**config.mk**
```make
export PLATFORM = sky130hd
export DESIGN_NAME = clbd_pixel_unit
export DESIGN_NICKNAME = d
export VERILOG_FILES = /design/src/hw/rtl/clbd_pkg.sv /design/src/hw/rtl/clbd_pixel_unit.sv
export SDC_FILE = /design/constraint.sdc
export NUM_CORES = 1
export LEC_CHECK = 0
export BUFFER_PORTS_ARGS = -buffer_cell sky130_fd_sc_hd__buf_2
export CORE_AREA = 4 4 52 54
export DETAILED_ROUTE_END_ITERATION = 16
export DIE_AREA = 0 0 56 58
export PLACE_DENSITY = 0.73
export SYNTH_ARGS = -nofsm -noshare
export SYNTH_HDL_FRONTEND = slang
export SYNTH_SLANG_ARGS = --single-unit
```
**constraint.sdc**
```tcl
create_clock -name clk -period 1.39 [get_ports clk]
set_input_delay 0.0695 -clock clk [delete_from_list [all_inputs] [get_ports clk]]
set_output_delay 0.0695 -clock clk [all_outputs]
set_load 0.05 [all_outputs]
```
**src/hw/rtl/clbd_pkg.sv**
```systemverilog
// ----------------------------------------------------------------------------
// clbd_pkg
// shared types and constants of the line binarize and despeckle block
// ----------------------------------------------------------------------------
`default_nettype none

package clbd_pkg;

  localparam int PIX_W    = 8;
  localparam int CNT_W    = 7;
  localparam int LINE_W   = 9;
  localparam int MODE_W   = 2;
  localparam int RROW_W   = 6;
  localparam int RSUM_W   = 14;

  localparam logic [CNT_W-1:0]  NO_ROW   = '1;
  localparam logic [LINE_W-1:0] LINE_MAX = '1;

  localparam logic [MODE_W-1:0] MODE_FRAME = 2'd0;
  localparam logic [MODE_W-1:0] MODE_LINE  = 2'd1;
  localparam logic [MODE_W-1:0] MODE_PIXEL = 2'd2;
  localparam logic [MODE_W-1:0] MODE_READ  = 2'd3;

  typedef enum logic [5:0] {
    S_IDLE   = 6'b000001,
    S_BIN_RD = 6'b000010,
    S_BIN_WR = 6'b000100,
    S_DSP_RD = 6'b001000,
    S_DSP_WR = 6'b010000,
    S_READ   = 6'b100000
  } state_t;

  typedef struct packed {
    logic load_left;
    logic load_mid;
    logic shift;
  } unit_ctrl_t;

endpackage

`default_nettype wire

```
**src/hw/rtl/clbd_pixel_unit.sv**
```systemverilog
// ----------------------------------------------------------------------------
// clbd_pixel_unit
// shared pixel unit: threshold compare and three-pixel despeckle window
// ----------------------------------------------------------------------------
`default_nettype none

module clbd_pixel_unit (
  input  wire logic                        clk,
  input  wire clbd_pkg::unit_ctrl_t        ctrl,
  input  wire logic [clbd_pkg::PIX_W-1:0]  rdata,
  input  wire logic [clbd_pkg::PIX_W-1:0]  threshold,
  output logic      [clbd_pkg::PIX_W-1:0]  bin_value,
  output logic      [clbd_pkg::PIX_W-1:0]  dsp_value
);

  localparam logic [clbd_pkg::PIX_W-1:0] ZERO = '0;
  localparam logic [clbd_pkg::PIX_W-1:0] ONE  = clbd_pkg::PIX_W'(1);

  logic [clbd_pkg::PIX_W-1:0] left_r;
  logic [clbd_pkg::PIX_W-1:0] mid_r;
  logic [clbd_pkg::PIX_W-1:0] fill_v;

  assign bin_value = (rdata < threshold) ? ZERO : ONE;

  // fill a lone 0, then clear a lone 1
  assign fill_v    = (mid_r == ZERO && left_r == ONE && rdata == ONE) ? ONE : mid_r;
  assign dsp_value = (fill_v == ONE && left_r == ZERO && rdata == ZERO) ? ZERO : fill_v;

  always_ff @(posedge clk) begin
    if (ctrl.load_left) begin
      left_r <= rdata;
    end
    if (ctrl.load_mid) begin
      mid_r <= rdata;
    end
    if (ctrl.shift) begin
      left_r <= dsp_value;
      mid_r  <= rdata;
    end
  end

endmodule

`default_nettype wire

```
==> summary.txt, run 1 <==
Outcome
  – Status: complete, but fails checks
  – Violated checks: setup timing

Logic synthesis
  – Post-synthesis async set-or-reset flop share: 0
  – Post-Syn Area: 947 sq um
  – Flops & latches, synth: 16
  – Sequential-to-total area share from yosys stat: 0.507
  – Top_reg_cell synth: edfxtp_1
  – Synth unique cells: 25
  – Yosys warning count: 0
  – EDFF count, synth: 16
  – Post-synthesis instance total: 83
  – Largest area contributor in the netlist: edfxtp_1
  – Share of the synthesized area in the top cell type: 0.507
  – Syn avg cell area: around 11 sq um
  – Top-count cell post-synth: edfxtp_1
  – Most instantiated cells after synthesis: edfxtp_1 (16), inv_1 (9)
  – Dominant cells by area after synthesis: edfxtp_1 (51%), ha_1 (9.2%), mux2_2 (8.3%)

Floorplanning
  – FP Rows: 17
  – CORE AREA: 2210 sq um
  – Die W: approximately 56 um
  – Effective utilization at floorplan: 0.428
  – Die area: 3250 sq um
  – DIE HEIGHT: 58 um
  – # IOs: 36

Critical path
  – Crit. End Element: output port
  – Flop-to-flop setup slack: -0.23 ns
  – Worst Reg-to-Reg Cells: 5
  – Worst EP arrival: around 1.8 ns
  – Crit path buffers/inverters: 1
  – Worst R2R End: left_r[0]$_DFFE_PP_
  – CP max stage delay: 0.41 ns
  – CP Class: flop to output port
  – WP data required: between 1 and 1.5 ns
  – Crit path max fanout: 2
  – Worst r2r src: mid_r[7]$_DFFE_PP_
  – CP max-delay cell: edfxtp_1
  – Critical path cell sequence: nor4_2 -> nand4_1 -> o31a_1 -> o22a_4 -> buf_8
  – CP Launch Type: flop
  – Kind of cell adding the most delay to the critical path: compound AO/OA/AOI/OAI gates

Min path
  – Hold_sp: rdata[5]
  – Worst Hold Class: primary input to flop
  – Worst Hold Depth: 1
  – Hold EP: mid_r[5]$_DFFE_PP_

STA
  – Tmin final: 1.88 ns
  – F_max: 531 MHz
  – Final worst slack: -0.492 ns
  – Setup violations, final: 2
  – Final hold vios: 0
  – Fin crit share: 1.35
  – RSZ-0062 raised after global routing: true
  – Slew Limit Fails: 0
  – Post-route clock skew: 0.00742 ns

Clocking
  – CTS Hold Bufs: 0
  – Root Buffer: clkbuf_4
  – TritonCTS Buffers: 3
  – CTS tree: done
  – Register clock-pin slew on the reported worst setup and hold paths: 0.09 ns
  – H-tree depth: 1
  – Clock Latency Late Sink: approximately 0.29 ns
  – Clock sinks: 16
  – CTS max path bufs: 2

Drt
  – Routed wire length: 2080 um
  – Initial drt markers: 3
  – DR vias: 732
  – Drt wl/cell: 14.1 um
  – ANT nets after route: 0
  – First-pass DRT Iterations: 4
  – # DRC: 0
  – Routed vias/inst: 4.95

Pwr
  – Total leakage power: approximately 0.00058 uW
  – Worst VDD drop: 535 uV
  – Pwr dens: between 900 and 1000 nW/um^2
  – Total power: 1230 uW

Placed design
  – Final HPWL DP: 1630 um
  – Area post-placement: between 1000 and 1500 sq um
  – Placed insts: approximately 140
  – Routability cong.: 0.739
  – Port bufs: 28

Final layout
  – Post-route cell area: 1260 sq um
  – Layout cells sized above 1: 0.517
  – Final Util: 0.568
  – Area grow syn2layout: 32.8%
  – Non-Filler Instances: 148
  – Number of nets in the layout: about 150
  – Ant diodes: 0

Global routing
  – First-pass GRT wire length: 3440 um
  – Largest net degree at the start of global routing: 13
  – Final global-route overflow total: 0
  – Vias in the first global route: roughly 750
  – Initial antenna violation count: 0
  – Total track usage: 0.141

Job
  – Max-Cap Viols: 0
## registers in the layout, indices dropped and copies added (netlist names)
| register | count |
|---|---|
| left_r | 8 |
| mid_r | 8 |
## cell usage in the layout, fill, tap and decap left out, drive strengths merged
master,instances
a21boi,1
a21o,1
a21oi,3
a2bb2oi,1
a41oi,1
buf,42
clkbuf,3
clkinv,1
conb,7
edfxtp,16
ha,7
inv,9
mux2,7
nand2,4
nand3,1
nand4,1
nor2,1
nor2b,1
nor3,2
nor4,4
o21ai,2
o22a,1
o31a,2
or2,2
## power breakdown
group / internal [uW] / leakage (uW) / switching, uW
Combinational: 136 / 0.000397 / 234
Clock: 104 / 0.0000154 / 145
Sequential: 587 / 0.000163 / 26.3
Total: 828 / 0.000576 / 405
## routing by layer
layer,global-route usage,wire [um],up-vias
met5,0,0,-
met1,0.164,866,343
met3,0.0267,126,4
li1,-,-,354
met2,0.242,1040,31
met4,0.0814,52,0
## logic make-up after synthesis
logic type	after synthesis	synth area share
compound gates	12	0.0885
mux	7	0.0832
fa+ha+maj	7	0.0925
other cells	1	0.00396
simple gates	16	0.0951
buf+inv	24	0.129
flops	16	0.507
## metrics by stage
| stage | TNS, ns | hold WS, ns | worst slack, ns |
|---|---|---|---|
| final | -0.722 | 0.0181 | -0.492 |
| after global routing | -0.912 | 0.00713 | -0.591 |
| after CTS | -0.703 | 0.00957 | -0.467 |
| after detailed placement | -0.446 | 0.304 | -0.287 |
| after global placement | -0.370 | 0.301 | -0.242 |
| after floorplan | -0.0330 | 0.168 | -0.0166 |
## worst max-delay path by stage
stage | start | to | slack, ns | depth (start not counted)
2_1_floorplan | mid_r[7]$_DFFE_PP_ | left_r[0]$_DFFE_PP_ | -0.02 | 4
3_3_place_gp | left_r[6]$_DFFE_PP_ | dsp_value[0] | -0.24 | 5
3_5_place_dp | mid_r[3]$_DFFE_PP_ | dsp_value[0] | -0.29 | 5
4_1_cts | mid_r[7]$_DFFE_PP_ | dsp_value[0] | -0.47 | 5
5_1_grt | mid_r[7]$_DFFE_PP_ | dsp_value[0] | -0.59 | 5
6_report | mid_r[7]$_DFFE_PP_ | dsp_value[0] | -0.49 | 5
## worst reg2reg max path, stage by stage (launching register included)
cell       delay [ns]
edfxtp_1         0.41
nor4_2           0.27
nand4_1          0.16
buf_4            0.19
a2bb2oi_2        0.13
o31a_1           0.23
## layout make-up
type,instances,area (sq um)
Timing Repair Buffer,42,265
Multi-Input combinational cell,49,417
Clock inverter,1,3.75
Sequential cell,16,480
Clock buffer,3,22.5
Fill cell,198,955
Tap cell,28,35.0
Inverter,9,33.8
## what timing repair did
action                                 in CTS  in global routing
gates resized for setup                     8                  5
pin swaps                                   5                  6
endpoints found under the hold margin       0                  0
buffers inserted                            3                  2
setup endpoints to repair                   3                  3
Note: power is estimated with default switching activity, not from simulation.
==> run 2: changes to the inputs <==
- CTS_CLUSTER_DIAMETER: unset -> 30
- GPL_TIMING_DRIVEN: unset -> 0
==> summary.txt, run 2 (synthesized netlist as in run 1, its figures left out) <==
Final layout
  – Most frequent cells in the layout: buf_2 (25), edfxtp_1 (16), buf_4 (15)
  – Non-Filler Instances: 157 (+6.1%)
  – Largest registers: left_r: 8 flops, mid_r: 8 flops
  – Ant diodes: 0 (unchanged)
  – Fill cells: 194 (-2.0%)
  – Commonest non-fill, non-tap cell in the layout: buf_2
  – Number of nets in the layout: 157 (+6.1%)
  – Area grow syn2layout: 37.8%
  – Final Util: 0.590 (+0.0215)
  – Layout cells sized above 1: 0.504 (-0.0128)

Pwr
  – Total leakage power: 0.000598 uW (+3.8%)
  – Worst VDD drop: 580 uV (+8.4%)
  – Pwr dens: 954 nW/um^2 (-2.7%)
  – Total power: 1250 uW (+0.98%)

Outcome
  – Status: complete, but fails checks
  – Violated checks: setup timing

Floorplanning
  – # IOs: 36 (unchanged)
  – Die W: 56 um (unchanged)
  – Effective utilization at floorplan: 0.428 (unchanged)
  – FP Rows: 17 (unchanged)
  – DIE HEIGHT: 58 um (unchanged)
  – Die area: 3250 sq um (unchanged)
  – CORE AREA: 2210 sq um (unchanged)

Critical path
  – CP Class: flop to output port
  – Worst r2r src: mid_r[6]$_DFFE_PP_
  – Worst Reg-to-Reg Cells: 6 (+1)
  – Crit. End Element: output port
  – Flop-to-flop setup slack: -0.31 ns (-0.08 ns)
  – Worst EP arrival: 1.80 ns (about the same)
  – WP data required: 1.32 ns (about the same)
  – Worst R2R End: left_r[0]$_DFFE_PP_
  – Critical path cell sequence: nor4_2 -> nand2_1 -> o31a_1 -> o22a_4 -> buf_8
  – CP max-delay cell: edfxtp_1
  – Crit. path cell count: 5 (unchanged)
  – Crit path buffers/inverters: 1 (unchanged)
  – Crit path max fanout: 3 (+1)
  – CP max stage delay: 0.45 ns (+0.04 ns)
  – Kind of cell adding the most delay to the critical path: compound AO/OA/AOI/OAI gates
  – CP Launch Type: flop

Global routing
  – GRT busiest layer: met2
  – Total track usage: 0.137 (-0.00385)
  – GR Layer Usage met1: 0.158 (-0.00562)
  – Met3 Track Usage GR: 0.0156 (-0.0111)
  – Met2 usage: 0.234 (-0.00835)
  – Vias in the first global route: 745 (-0.13%)
  – Final global-route overflow total: 0 (unchanged)
  – Initial antenna violation count: 0 (unchanged)
  – Largest net degree at the start of global routing: 11 (-2)
  – First-pass GRT wire length: 3330 um (-3.2%)

STA
  – Setup violations, final: 2 (unchanged)
  – Final worst slack: -0.476 ns (+0.0159 ns)
  – F_max: 536 MHz (+0.85%)
  – RSZ-0062 raised after global routing: true
  – Post-route clock skew: 0.00382 ns (-0.00360 ns)
  – Setup TNS: -0.789 ns (-0.0670 ns)
  – Slew Limit Fails: 0 (unchanged)
  – Slew HR: 0.654
  – Tmin final: 1.87 ns (-0.0159 ns)
  – Fin crit share: 1.34 (-0.0114)
  – Least-Margin Pin Slew: 0.519 ns
  – Final hold vios: 0 (unchanged)

Drt
  – First-pass DRT Iterations: 4 (unchanged)
  – # DRC: 0 (unchanged)
  – DR vias: 743 (+1.5%)
  – Routed vias/inst: 4.73 (-4.3%)
  – Routed wire length: 2100 um (+1.0%)
  – ANT nets after route: 0 (unchanged)
  – Drt wl/cell: 13.4 um (-4.8%)
  – Initial drt markers: 13 (+10)

Min path
  – Worst Hold Depth: 1 (unchanged)
  – Hold_sp: rdata[5]
  – Worst Hold Class: primary input to flop
  – Hold EP: mid_r[5]$_DFFE_PP_

Clocking
  – Clock sinks: 16 (unchanged)
  – CTS max path bufs: 2 (unchanged)
  – Root Buffer: clkbuf_4
  – Register clock-pin slew on the reported worst setup and hold paths: 0.09 ns (about the same)
  – CTS Hold Bufs: 0 (unchanged)
  – CTS tree: done
  – TritonCTS Buffers: 3 (unchanged)
  – H-tree depth: 1 (unchanged)
  – Clock Latency Late Sink: 0.28 ns (about the same)

Placed design
  – Port bufs: 28 (unchanged)
  – Routability cong.: 0.698 (-5.6%)
  – Final HPWL DP: 1570 um (-3.6%)
  – Placed insts: 145 (+4.3%)

Job
  – Max-Cap Viols: 0 (unchanged)
run 2: power by group:
part | internal, uW | switching [uW] | leakage, uW | total (uW)
Sequential | 588 | 30.8 | 0.000163 | 618
Combinational | 145 | 236 | 0.000419 | 382
Clock | 104 | 141 | 0.0000154 | 245
Total | 837 | 408 | 0.000598 | 1250
run 2: repair_timing:
item                                   CTS  global route
gates resized for setup                 11             8
setup endpoints to repair                4             3
setup buffers                            6             2
endpoints found under the hold margin    0             0
pin swaps                                4             1
cloned                                   0             0
run 2: metal layers:
metal	wire length (um)	vias up
li1	-	370
met1	826	332
met2	1050	37
met3	170	4
met4	58	0
met5	0	-
run 2: final cells by class:
| class | instances | area (sq um) | area share |
|---|---|---|---|
| Buffer | 15 | 83.8 | 0.0642 |
| Clock buffer | 3 | 22.5 | 0.0173 |
| Clock inverter | 1 | 3.75 | 0.00288 |
| Inverter | 9 | 33.8 | 0.0259 |
| Multi-Input combinational cell | 49 | 423 | 0.324 |
| Sequential cell | 16 | 480 | 0.368 |
| Tap cell | 28 | 35.0 | 0.0268 |
| Timing Repair Buffer | 36 | 223 | 0.171 |
run 2: worst max-delay path by stage:
stage | slack, ns | from | to
after floorplan | -0.02 | mid_r[7]$_DFFE_PP_ | left_r[0]$_DFFE_PP_
after global placement | -0.25 | mid_r[6]$_DFFE_PP_ | dsp_value[0]
after detailed placement | -0.31 | left_r[4]$_DFFE_PP_ | dsp_value[0]
after CTS | -0.48 | mid_r[4]$_DFFE_PP_ | dsp_value[0]
after global routing | -0.57 | mid_r[6]$_DFFE_PP_ | dsp_value[0]
final | -0.48 | mid_r[5]$_DFFE_PP_ | dsp_value[0]
run 2: per-stage QoR:
| stage | worst slack [ns] | instance area [sq um] | hold WS (ns) |
|---|---|---|---|
| floorplan | -0.0166 | 982 | 0.168 |
| global placement | -0.245 | 1160 | 0.305 |
| detailed placement | -0.308 | 1160 | 0.304 |
| CTS | -0.484 | 1270 | 0.00728 |
| global route | -0.571 | 1310 | 0.00631 |
| finish | -0.476 | 1310 | 0.0133 |
run 2: worst register-to-register path: cells and delay by family (launching register included):
family          cells  cell delay, ns
flops               1            0.44
simple gates        2            0.40
buf+inv             2            0.29
compound gates      2            0.35
